File: src/design/max_flow_augmenting_paths_top_assert.svh
// assertion macros for the max flow block
`ifndef MAX_FLOW_AUGMENTING_PATHS_TOP_ASSERT_SVH
`define MAX_FLOW_AUGMENTING_PATHS_TOP_ASSERT_SVH

// same-cycle implication
`define MFA_ASSERT_NOW(label, clk, rst, ante, cons) \
   label: assert property (@(posedge clk) disable iff (rst) (ante) |-> (cons)) \
      else $error("mfa assertion failed");

// next-cycle implication
`define MFA_ASSERT_NEXT(label, clk, rst, ante, cons) \
   label: assert property (@(posedge clk) disable iff (rst) (ante) |=> (cons)) \
      else $error("mfa assertion failed");

// delayed implication
`define MFA_ASSERT_LATER(label, clk, rst, ante, cons) \
   label: assert property (@(posedge clk) disable iff (rst) (ante) |-> ##2 (cons)) \
      else $error("mfa assertion failed");

`endif

File: src/design/mfa_pkg.sv
// shared constants, codes and control types of the max flow block
`default_nettype none
package mfa_pkg;
   localparam int MAX_VERTICES = 64;
   localparam int CAP_WIDTH    = 16;
   localparam int VTX_W        = $clog2(MAX_VERTICES);
   localparam int CNT_W        = VTX_W + 1;
   localparam int ADDR_W       = 2 * VTX_W;
   localparam int CELLS        = MAX_VERTICES * MAX_VERTICES;
   localparam int FIELD_VTX_W  = 6;
   localparam int FIELD_CAP_W  = 16;
   localparam int CFG_COUNT_W  = 7;
   localparam int RUN_TOTAL_W  = 23;
   localparam int OUT_TOTAL_W  = 22;
   localparam int CSR_DATA_W   = 7;

   localparam logic [CFG_COUNT_W-1:0] COUNT_RESET  = CFG_COUNT_W'(64);
   localparam logic [FIELD_VTX_W-1:0] SOURCE_RESET = FIELD_VTX_W'(0);
   localparam logic [FIELD_VTX_W-1:0] SINK_RESET   = FIELD_VTX_W'(63);

   typedef enum logic [1:0] {
      REQ_WRITE = 2'd0,
      REQ_RUN   = 2'd1,
      REQ_READ  = 2'd2
   } req_kind_type;

   typedef enum logic [1:0] {
      CSR_VCOUNT = 2'd0,
      CSR_SOURCE = 2'd1,
      CSR_SINK   = 2'd2
   } csr_index_type;

   typedef enum logic [4:0] {
      OP_NONE,
      OP_CLEAR,
      OP_CAP_WR,
      OP_FLOW_RD,
      OP_RSP_READ,
      OP_RSP_PLAIN,
      OP_RUN_INIT,
      OP_SEARCH_INIT,
      OP_DEQ,
      OP_LOAD_U,
      OP_LOAD_BU,
      OP_SCAN_RD,
      OP_NEXT_V,
      OP_NEXT_U,
      OP_EVAL,
      OP_AUG_INIT,
      OP_PRED_RD,
      OP_AUG_RD,
      OP_AUG_WR,
      OP_TOTAL
   } op_type;

   typedef struct packed {
      op_type op;
   } cmd_type;

   typedef struct packed {
      logic clr_done;
      logic terminals_ok;
      logic queue_has;
      logic v_end;
      logic v_visited;
      logic edge_ok;
      logic hit_sink;
      logic aug_end;
      logic pred_bad;
   } stat_type;
endpackage
`default_nettype wire

File: src/design/mfa_ctrl.sv
// controller: sequences clearing, requests, searches and augmentation
`default_nettype none
module mfa_ctrl import mfa_pkg::*; (
   input  wire logic     clock,
   input  wire logic     reset,
   input  wire logic     req_valid,
   output logic          req_ready,
   input  wire logic [1:0] req_kind,
   output logic          rsp_valid,
   input  wire logic     rsp_ready,
   output cmd_type       cmd,
   input  wire stat_type stat
);
   typedef enum logic [3:0] {
      S_CLEAR, S_IDLE, S_RD, S_DONE, S_SEARCH, S_DEQ, S_LOADU, S_LOADBU,
      S_SCAN, S_EVAL, S_AUGINIT, S_AUG, S_AUG1, S_AUG2, S_TOTAL
   } state_type;

   state_type state_ff, state_in;
   logic      rsp_valid_ff, rsp_valid_in;
   logic      fire;

   assign req_ready = (state_ff == S_IDLE) && !rsp_valid_ff;
   assign fire      = req_valid && req_ready;
   assign rsp_valid = rsp_valid_ff;

   always_comb begin
      state_in     = state_ff;
      cmd.op       = OP_NONE;
      rsp_valid_in = rsp_valid_ff && !rsp_ready;
      case (state_ff)
         S_CLEAR: begin
            cmd.op = OP_CLEAR;
            if (stat.clr_done) state_in = S_IDLE;
         end
         S_IDLE: begin
            if (fire) begin
               case (req_kind)
                  REQ_WRITE: begin
                     cmd.op   = OP_CAP_WR;
                     state_in = S_DONE;
                  end
                  REQ_RUN: begin
                     cmd.op   = OP_RUN_INIT;
                     state_in = S_SEARCH;
                  end
                  REQ_READ: begin
                     cmd.op   = OP_FLOW_RD;
                     state_in = S_RD;
                  end
                  default: state_in = S_DONE;
               endcase
            end
         end
         S_RD: begin
            cmd.op       = OP_RSP_READ;
            rsp_valid_in = 1'b1;
            state_in     = S_IDLE;
         end
         S_DONE: begin
            cmd.op       = OP_RSP_PLAIN;
            rsp_valid_in = 1'b1;
            state_in     = S_IDLE;
         end
         S_SEARCH: begin
            if (stat.terminals_ok) begin
               cmd.op   = OP_SEARCH_INIT;
               state_in = S_DEQ;
            end else begin
               state_in = S_DONE;
            end
         end
         S_DEQ: begin
            if (stat.queue_has) begin
               cmd.op   = OP_DEQ;
               state_in = S_LOADU;
            end else begin
               state_in = S_DONE;
            end
         end
         S_LOADU: begin
            cmd.op   = OP_LOAD_U;
            state_in = S_LOADBU;
         end
         S_LOADBU: begin
            cmd.op   = OP_LOAD_BU;
            state_in = S_SCAN;
         end
         S_SCAN: begin
            if (stat.v_end) begin
               cmd.op   = OP_NEXT_U;
               state_in = S_DEQ;
            end else if (stat.v_visited) begin
               cmd.op = OP_NEXT_V;
            end else begin
               cmd.op   = OP_SCAN_RD;
               state_in = S_EVAL;
            end
         end
         S_EVAL: begin
            cmd.op   = OP_EVAL;
            state_in = (stat.edge_ok && stat.hit_sink) ? S_AUGINIT : S_SCAN;
         end
         S_AUGINIT: begin
            cmd.op   = OP_AUG_INIT;
            state_in = S_AUG;
         end
         S_AUG: begin
            if (stat.aug_end) begin
               state_in = S_TOTAL;
            end else begin
               cmd.op   = OP_PRED_RD;
               state_in = S_AUG1;
            end
         end
         S_AUG1: begin
            if (stat.pred_bad) begin
               state_in = S_TOTAL;
            end else begin
               cmd.op   = OP_AUG_RD;
               state_in = S_AUG2;
            end
         end
         S_AUG2: begin
            cmd.op   = OP_AUG_WR;
            state_in = S_AUG;
         end
         S_TOTAL: begin
            cmd.op   = OP_TOTAL;
            state_in = S_SEARCH;
         end
         default: state_in = S_IDLE;
      endcase
   end

   always_ff @(posedge clock) begin
      if (reset) begin
         state_ff     <= S_CLEAR;
         rsp_valid_ff <= 1'b0;
      end else begin
         state_ff     <= state_in;
         rsp_valid_ff <= rsp_valid_in;
      end
   end
endmodule
`default_nettype wire

File: config.mk
export PLATFORM = sky130hd
export DESIGN_NAME = mfa_ctrl
export DESIGN_NICKNAME = d
export VERILOG_FILES = /design/src/design/max_flow_augmenting_paths_top_assert.svh /design/src/design/mfa_pkg.sv /design/src/design/mfa_ctrl.sv
export SDC_FILE = /design/constraint.sdc
export NUM_CORES = 1
export LEC_CHECK = 0
export BUFFER_PORTS_ARGS = -buffer_cell sky130_fd_sc_hd__buf_2
export CORE_MARGIN = 2
export CORE_UTILIZATION = 44
export DETAILED_ROUTE_END_ITERATION = 10
export PLACE_DENSITY = 0.73
export SLEW_MARGIN = 20
export SYNTH_ARGS = -nofsm -noshare
export SYNTH_HDL_FRONTEND = slang
export SYNTH_SLANG_ARGS = --single-unit
File: constraint.sdc
create_clock -name clock -period 1.4 [get_ports clock]
set_clock_uncertainty 0.15 [all_clocks]
set_input_delay 0.21 -clock clock [delete_from_list [all_inputs] [get_ports clock]]
set_output_delay 0.21 -clock clock [all_outputs]
set_load 0.01 [all_outputs]
==> Word level (Yosys, flattened, before mapping) <==
Cells that the tools add are included.
{ "totals": {"ff_bits": 5, "input_bits": 15, "wordCells": 53} }
{ "op_classes": {"n_eq_ne": 19, "muxes": 21, "n_reduce_logical": 11} }
{ "op_table": {"columns": ["operator", "count"], "rows": [
  ["5-bit case mux with 15 select lines", 1],
  ["4-bit case mux with 12 select lines", 1],
  ["4-bit == test (second input constant)", 7],
  ["4-bit 2-to-1 mux", 5],
  ["3-bit 2-to-1 mux", 6],
  ["4-bit by 3-bit == test with 1-bit output (second input constant)", 4],
  ["5-bit 2-to-1 mux", 2],
  ["3-bit case mux with 3 select lines", 1],
  ["4-bit by 2-bit == test with 1-bit output (second input constant)", 2],
  ["2-bit 2-to-1 mux", 3],
  ["3-bit case mux with 2 select lines", 1],
  ["4-bit by 1-bit == test with 1-bit output (second input constant)", 1],
  ["1-bit logical AND", 4],
  ["4-bit logical NOT", 1],
  ["2-bit inequality test (second input constant)", 2],
  ["2-bit OR reduction", 2],
  ["3-bit inequality test (second input constant)", 1],
  ["3-bit AND reduction", 1],
  ["2-bit by 1-bit == test with 1-bit output (second input constant)", 1],
  ["2-bit == test (second input constant)", 1],
  ["1-bit logical NOT", 2],
  ["2-bit logical NOT", 1],
  ["1-bit 2-to-1 mux", 1]
]} }

==> Longest topological paths before layout <==
Gate-level depths: netlist (run 1).
{ "depth": {"ltp_word": 5, "ltp_mapped": 6, "mapped_depth_nobuf": 5} }

==> Worst setup path after synthesis (run 1) <==
Ideal clock, no wire load.
{ "synth_path": {"path_type": "register to output", "startpoint": "reg state_ff[1]", "endpoint": "out cmd[0] in the netlist's numbering", "t_arrival_ns": 1.225, "required_time_ns": 1.040, "setup_slack_ns": -0.185, "path_stages_with_launch": 5, "cell_sequence": "dfxtp_1 > buf_4 > or3_1 > a21boi_1 > o2111ai_1"} }
{ "synth_lines": {"columns": ["item", "line_no", "rtl"], "rows": [
  ["start, declared", "mfa_ctrl.sv:19", "state_type state_ff, state_in;"],
  ["start signal, assigned", "mfa_ctrl.sv:141", "state_ff <= state_in;"],
  ["end, declared", "mfa_ctrl.sv:11", "output cmd_type cmd,"]
]} }

==> metrics.md, run 1 <==
| Metric | Value |
|---|---|
| Post-Layout Cell Count | 163 |
| Max Cap Violations | 0 |
| Number of detailed-route iterations in the first pass | 4 |
| Die width | 43.73 um |
| Most common cell after layout, fill and taps aside | buf_2 |
| Static Leak | 0.0005615 uW |
| Min-delay src | reset |
| Antenna Cells | 0 |
| Number of buffers and inverters on the critical path | 1 |
| Main combinational cell family by area after synthesis | compound AO/OA/AOI/OAI gates |
| Via density | 5.681 |
| Syn Nets | 117 |
| Fmax | 518.3 MHz |
| Sw frac | 32.02% |
| Failing checks | setup timing |
| Seq cells post-synth | 5 |
| CP Data Arrival Time | 1.57 ns |
| DRT iter0 DRCs | 16 |
| RSZ-0062 raised after global routing | yes |
| Cell Rows | 14 |
| Complex-gate fraction of the synthesized area | 35.32% |
| GR Overflow Total | 0 |
| Required time of the critical path | 1.04 ns |
| Area grow syn2layout | 73.15% |
| Multiplexer share of the synthesized area | 4.324% |
| Sequential fraction of the synthesis area | 14.41% |
| First-pass GRT wire length | 3960 um |
| Int Power | 336.7 uW |
| Routed length per instance | 16.13 um |
| Die area | 0.001912 mm2 |
| Critical path peak fanout | 4 |
| Die Height | 43.73 um |
| Critical path cell sequence | nand2b_1, or3_1, a21boi_1, o2111ai_2, buf_2 |
| Gp weighted congestion | 0.8070 |
| YS warnings | 0 |
| Ys async rst share | 0% |
| Vias in the first global route | 910 |
| Peak VDD IR | 0.4853 mV |
| Clk sinks | 5 |
| CTS Root Cell | clkbuf_4 |
| RR Endpoint | state_ff[2] |
| CP delay by family, top | simple AND/OR/NAND/NOR gates |
| Worst relative slew slack | 79.95% |
| Comb power frac | 35.7% |
| Actual slew at the worst max-slew pin | 0.2995 ns |
| CP max-delay cell | or3_1 |
| IO buf count | 21 |
| Critical path class | flip-flop to output pin |
| Clock power frac | 35.0% |
| Post-DP HPWL | 1633 um |
| Setup violations, final | 9 |
| Seq pwr share | 29.3% |
| Library cells used by synthesis | 35 |
| Initial antenna violation count | 0 |
| Post-Synth XOR/XNOR Area | 1.261% |
| Clock Path Buffers | 2 |
| Cell Pwr Density | 412.0 mW/mm2 |
| GRT Overall Usage | 27.43% |
| Cell count after synthesis | 99 |
| Final wirelength | 2630 um |
| DP Worst Slack | -0.2049 ns |
| I/O pin cnt | 22 |
| Main flop type after synthesis | dfxtp_1 |
| Final worst slack | -0.5294 ns |
| Register area | 112.6 um2 |
| Fin. Hold Viols | 0 |
| Clk pin slew, worst setup/hold paths | 0.05 ns |
| Adder-Cell Fraction of Synth Area | 5.405% |
| Initial Util | 46.64% |
| Min Clock Period, post-route | 1.929 ns |
| Clk Latency, worst-skew pair | 0.25 ns |
| Status | finished, violations left |
| Most frequent cells in the layout | buf_2 (21), buf_4 (20), buf_6 (10) |
| Hold path cells | 2 |
| Simple-Gate Fraction of Synth Area | 28.83% |
| Period utilisation layout | 137.8% |
| ANT nets after route | 0 |
| Core area | 0.001489 mm2 |
| Fin nets | 166 |
| CTS tree | yes |
| Largest stage delay, worst path | 0.35 ns |
| Largest net degree at the start of global routing | 13 |
| Share of cells above drive strength 1 | 53.74% |
| H-tree levels | 1 |
| Psw | 158.6 uW |
| Min-Delay Path Class | input port to flip-flop |
| CTS Buf Count | 3 |
| Hold endpoint | state_ff[3] |
| Crit start category | flip-flop |
| Via count | 926 |
| Multi-input gate area | 618.1 um2 |
| Fillcell total | 103 |
| RR Startpoint | state_ff[1] |
| Post-Place Cells | 150 |
| DRC viols | 0 |
| Slew Limit Fails | 0 |
| Netlist Area Pre-Place | 694.4 um2 |
| Worst Setup End Kind | output pin |
| Number of synthesized flops with an enable pin | 0 |
| Syn avg cell area | 7.014 um2 |
| Worst R2R Path Depth | 6 |
| R2R setup slack | -0.17 ns |
worst register-to-register path: cells and delay by family (launching register included):
family,cells,cell delay [ns]
AOI/OAI and AO/OA,1,0.33
buffers and inverters,2,0.25
DFF,1,0.37
muxes,1,0.14
and+or+nand+nor,2,0.20
synth_stat cells, drive strengths merged (3+ instances only):
master,count,area (um2)
a21oi,10,50.05
nand2,5,18.77
nor2,4,15.01
ha,3,37.54
inv,6,22.52
nand3,6,30.03
nand2b,4,25.02
dfxtp,5,100.1
mux2i,3,30.03
or3,3,18.77
a21boi,4,30.03
o221ai,3,26.28
nor3,4,20.02
o21ai,7,35.03
buf,9,50.04
nor2b,8,50.05
sequential cells by signal (all words and copies together) (netlist names):
signal,cells
rsp_valid,1
state_ff,4
per-stage QoR:
stage                     instance area [um2]  util [%]  TNS (ns)  total power [uW]  hold WS [ns]
after floorplan                         743.2         -   -0.2964             232.7        0.1324
after CTS                                1149     77.14    -2.341             477.2      0.009044
after global placement                  972.2     65.29    -1.165             295.7        0.2549
after detailed placement                972.2     65.29    -1.194             297.9        0.2561
after global routing                     1202     80.76    -3.170             521.2       0.02458
final                                    1202     80.76    -2.726             495.4       0.01656
metal layers:
metal	wire length, um	global-route usage, %	up-vias
li1	-	-	461
met1	1101	35.28	434
met2	1391	46.76	25
met3	80	4.167	6
met4	57	8.485	0
met5	0	0	-
cell families (layout without fill, tap and decap cells):
group,Yosys count,after routing
AO/OA/AOI/OAI,36,36
XOR/XNOR,1,1
adder cells (fa/ha/maj),3,3
buffers and inverters,15,63
flip-flops,5,5
multiplexers,3,3
AND/OR/NAND/NOR,36,36
worst max path at each step:
stage | end | depth (start not counted) | slack [ns] | start
after detailed placement | cmd[0] | 5 | -0.20 | state_ff[0]
final | cmd[0] | 5 | -0.53 | state_ff[0]
after global routing | cmd[0] | 5 | -0.56 | state_ff[0]
after CTS | cmd[0] | 5 | -0.48 | state_ff[2]
after floorplan | cmd[0] | 4 | -0.13 | state_ff[1]
after global placement | state_ff[0] | 5 | -0.20 | state_ff[3]
power by group through the flow:
stage	Combinational, uW	Sequential, uW	Clock (uW)
floorplan	83.2	150	0
global placement	145	150	0
detailed placement	147	151	0
CTS	159	145	173
global route	190	145	186
finish	177	145	173
cell type report:
type | count | share of cell area (%)
sequential | 5 | 9.365
inverter | 6 | 1.873
multi-input combinational | 79 | 51.40
tap | 16 | 1.665
clock buffer | 4 | 2.185
timing repair buffer | 53 | 33.51
what timing repair did:
item	4_1_cts	5_1_grt
hold buffers	0	0
pin swaps	11	5
setup buffers	8	3
resized for setup	25	12
gates cloned	0	0
endpoints found under the setup margin	9	10
Power figures use the tool's default switching activity.
==> inputs of run 2 (changes only) <==
--- a/config.mk
+++ b/config.mk
@@ -9,6 +9,7 @@
 export CORE_MARGIN = 2
 export CORE_UTILIZATION = 44
 export DETAILED_ROUTE_END_ITERATION = 10
+export MAX_ROUTING_LAYER = met4
 export PLACE_DENSITY = 0.73
 export SLEW_MARGIN = 20
 export SYNTH_ARGS = -nofsm -noshare
==> metrics.md, run 2 (synthesis gave the netlist of run 1 again) <==
| Metric | Value |
|---|---|
| Status | finished, violations left (unchanged) |
| Failing checks | setup timing (unchanged) |
| Met3 Use GR | 4.167% (unchanged) |
| Vias in the first global route | 909 (was 910) |
| Area grow syn2layout | 73.15% (unchanged) |
| Core area | 0.001489 mm2 (unchanged) |
| Met2 usage | 46.76% (unchanged) |
| Die Height | 43.73 um (unchanged) |
| IO buf count | 21 (unchanged) |
| CTS tree | yes (unchanged) |
| Critical path peak fanout | 4 (unchanged) |
| CP Data Arrival Time | 1.57 ns (about the same) |
| Cell Pwr Density | 412.7 mW/mm2 (was 412.0 mW/mm2) |
| First-pass GRT wire length | 3946 um (was 3960 um) |
| Busiest grt layer | met2 (unchanged) |
| Hold path cells | 2 (unchanged) |
| Clk sinks | 5 (unchanged) |
| Fin. Hold Viols | 0 (unchanged) |
| Number of flip-flops in the largest register | 4 (unchanged) |
| Critical path class | flip-flop to output pin (unchanged) |
| GR Overflow Total | 0 (unchanged) |
| Cell Rows | 14 (unchanged) |
| Clk Latency, worst-skew pair | 0.25 ns (about the same) |
| Fmax | 518.7 MHz (was 518.3 MHz) |
| Static Leak | 0.0005615 uW (unchanged) |
| Initial antenna violation count | 0 (unchanged) |
| RSZ-0062 raised after global routing | yes (unchanged) |
| Post-Layout Cell Count | 163 (unchanged) |
| Hold Buf Count CTS | 0 (unchanged) |
| Post-Place Cells | 150 (unchanged) |
| Share of cells above drive strength 1 | 53.74% (unchanged) |
| Setup violations, final | 9 (unchanged) |
| ANT nets after route | 0 (unchanged) |
| Max Cap Violations | 0 (unchanged) |
| CTS Root Cell | clkbuf_4 (unchanged) |
| Min-Delay Path Class | input port to flip-flop (unchanged) |
| Clock Path Buffers | 2 (unchanged) |
| Slew Limit Fails | 0 (unchanged) |
| Number of detailed-route iterations in the first pass | 4 (unchanged) |
| GRT Overall Usage | 28.18% (was 27.43%) |
| H-tree levels | 1 (unchanged) |
| Min Clock Period, post-route | 1.928 ns (was 1.929 ns) |
| Number of buffers and inverters on the critical path | 1 (unchanged) |
| Peak VDD IR | 0.4847 mV (was 0.4853 mV) |
| Period utilisation layout | 137.7% (was 137.8%) |
| DRT iter0 DRCs | 17 (was 16) |
| Met1 usage | 35.03% (was 35.28%) |
| Post-DP HPWL | 1633 um (unchanged) |
| Clk pin slew, worst setup/hold paths | 0.05 ns (about the same) |
| Actual slew at the worst max-slew pin | 0.3080 ns (was 0.2995 ns) |
| Required time of the critical path | 1.04 ns (about the same) |
| DRC viols | 0 (unchanged) |
| Largest net degree at the start of global routing | 13 (unchanged) |
| Die width | 43.73 um (unchanged) |
| Worst Setup End Kind | output pin (unchanged) |
| Largest stage delay, worst path | 0.35 ns (about the same) |
| Antenna Cells | 0 (unchanged) |
| Hold_ws | 0.01437 ns (was 0.01656 ns) |
| CP delay by family, top | simple AND/OR/NAND/NOR gates (unchanged) |
| Crit start category | flip-flop (unchanged) |
| Initial Util | 46.64% (unchanged) |
| Critical path cell sequence | nand2b_1, or3_1, a21boi_1, o2111ai_2, buf_2 (unchanged) |
| I/O pin cnt | 22 (unchanged) |
| Gp weighted congestion | 0.8188 (was 0.8070) |
| Fillcell total | 103 (unchanged) |
| Routed length per instance | 16.15 um (was 16.13 um) |
| CTS Buf Count | 3 (unchanged) |
| CP Depth | 5 (unchanged) |
| Most frequent cells in the layout | buf_2 (21), buf_4 (20), buf_6 (10) (unchanged) |
| Most common cell after layout, fill and taps aside | buf_2 (unchanged) |
| Final worst slack | -0.5279 ns (was -0.5294 ns) |
| Via density | 5.663 (was 5.681) |
| Final wirelength | 2633 um (was 2630 um) |
| Worst R2R Path Depth | 6 (unchanged) |
| Top reg by flops | state_ff (unchanged) |
| CP max-delay cell | or3_1 (unchanged) |
| Fin nets | 166 (unchanged) |
| Die area | 0.001912 mm2 (unchanged) |
| Worst relative slew slack | 79.38% (was 79.95%) |
| Via count | 923 (was 926) |
## run 2: final cells by class
class / instances / area, um2 / area share, %
Sequential cell: 5 / 112.6 / 9.365
Clock buffer: 4 / 26.28 / 2.185
Inverter: 6 / 22.52 / 1.873
Timing Repair Buffer: 53 / 402.9 / 33.51
Multi-Input combinational cell: 79 / 618.1 / 51.40
Tap cell: 16 / 20.02 / 1.665
## run 2: final timing paths
path	startpoint	endpoint	slack (ns)
max	state_ff[0]	cmd[0]	-0.53
min	reset	state_ff[3]	0.01
max reg2reg	state_ff[1]	state_ff[2]	-0.17
min reg2reg	rsp_valid	rsp_valid	0.45
## run 2: repair_timing
| item | 4_1_cts | 5_1_grt |
|---|---|---|
| pin swaps | 11 | 5 |
| buffers inserted | 8 | 3 |
| gates resized for setup | 25 | 12 |
| setup endpoints to repair | 9 | 10 |
## run 2: power by group
part	switching, uW	internal, uW
Combinational	90.1	87.2
Sequential	3.73	141
Clock	65.6	108
## run 2: per-layer routing
metal | part of all wire [%] | wire (um)
met5 | 0 | 0
met4 | 1.4 | 38
met3 | 2.6 | 69
met2 | 54 | 1416
met1 | 42 | 1109
## run 2: through the flow
step / total power, uW / util, % / TNS [ns] / instance area (um2) / worst slack [ns]
4_1_cts: 477.2 / 77.14 / -2.341 / 1149 / -0.4760
3_5_place_dp: 297.9 / 65.29 / -1.194 / 972.2 / -0.2049
5_1_grt: 521.0 / 80.76 / -3.167 / 1202 / -0.5600
2_1_floorplan: 232.7 / - / -0.2964 / 743.2 / -0.1255
6_report: 496.2 / 80.76 / -2.763 / 1202 / -0.5279
3_3_place_gp: 295.7 / 65.29 / -1.165 / 972.2 / -0.2027
## run 2: worst register-to-register path, stage by stage (launching register included)
cell and delay [ns]:
dfxtp_4 0.37, buf_6 0.14, nor2b_4 0.13, buf_6 0.11
mux2i_1 0.14, nor2b_1 0.07, o311a_1 0.33
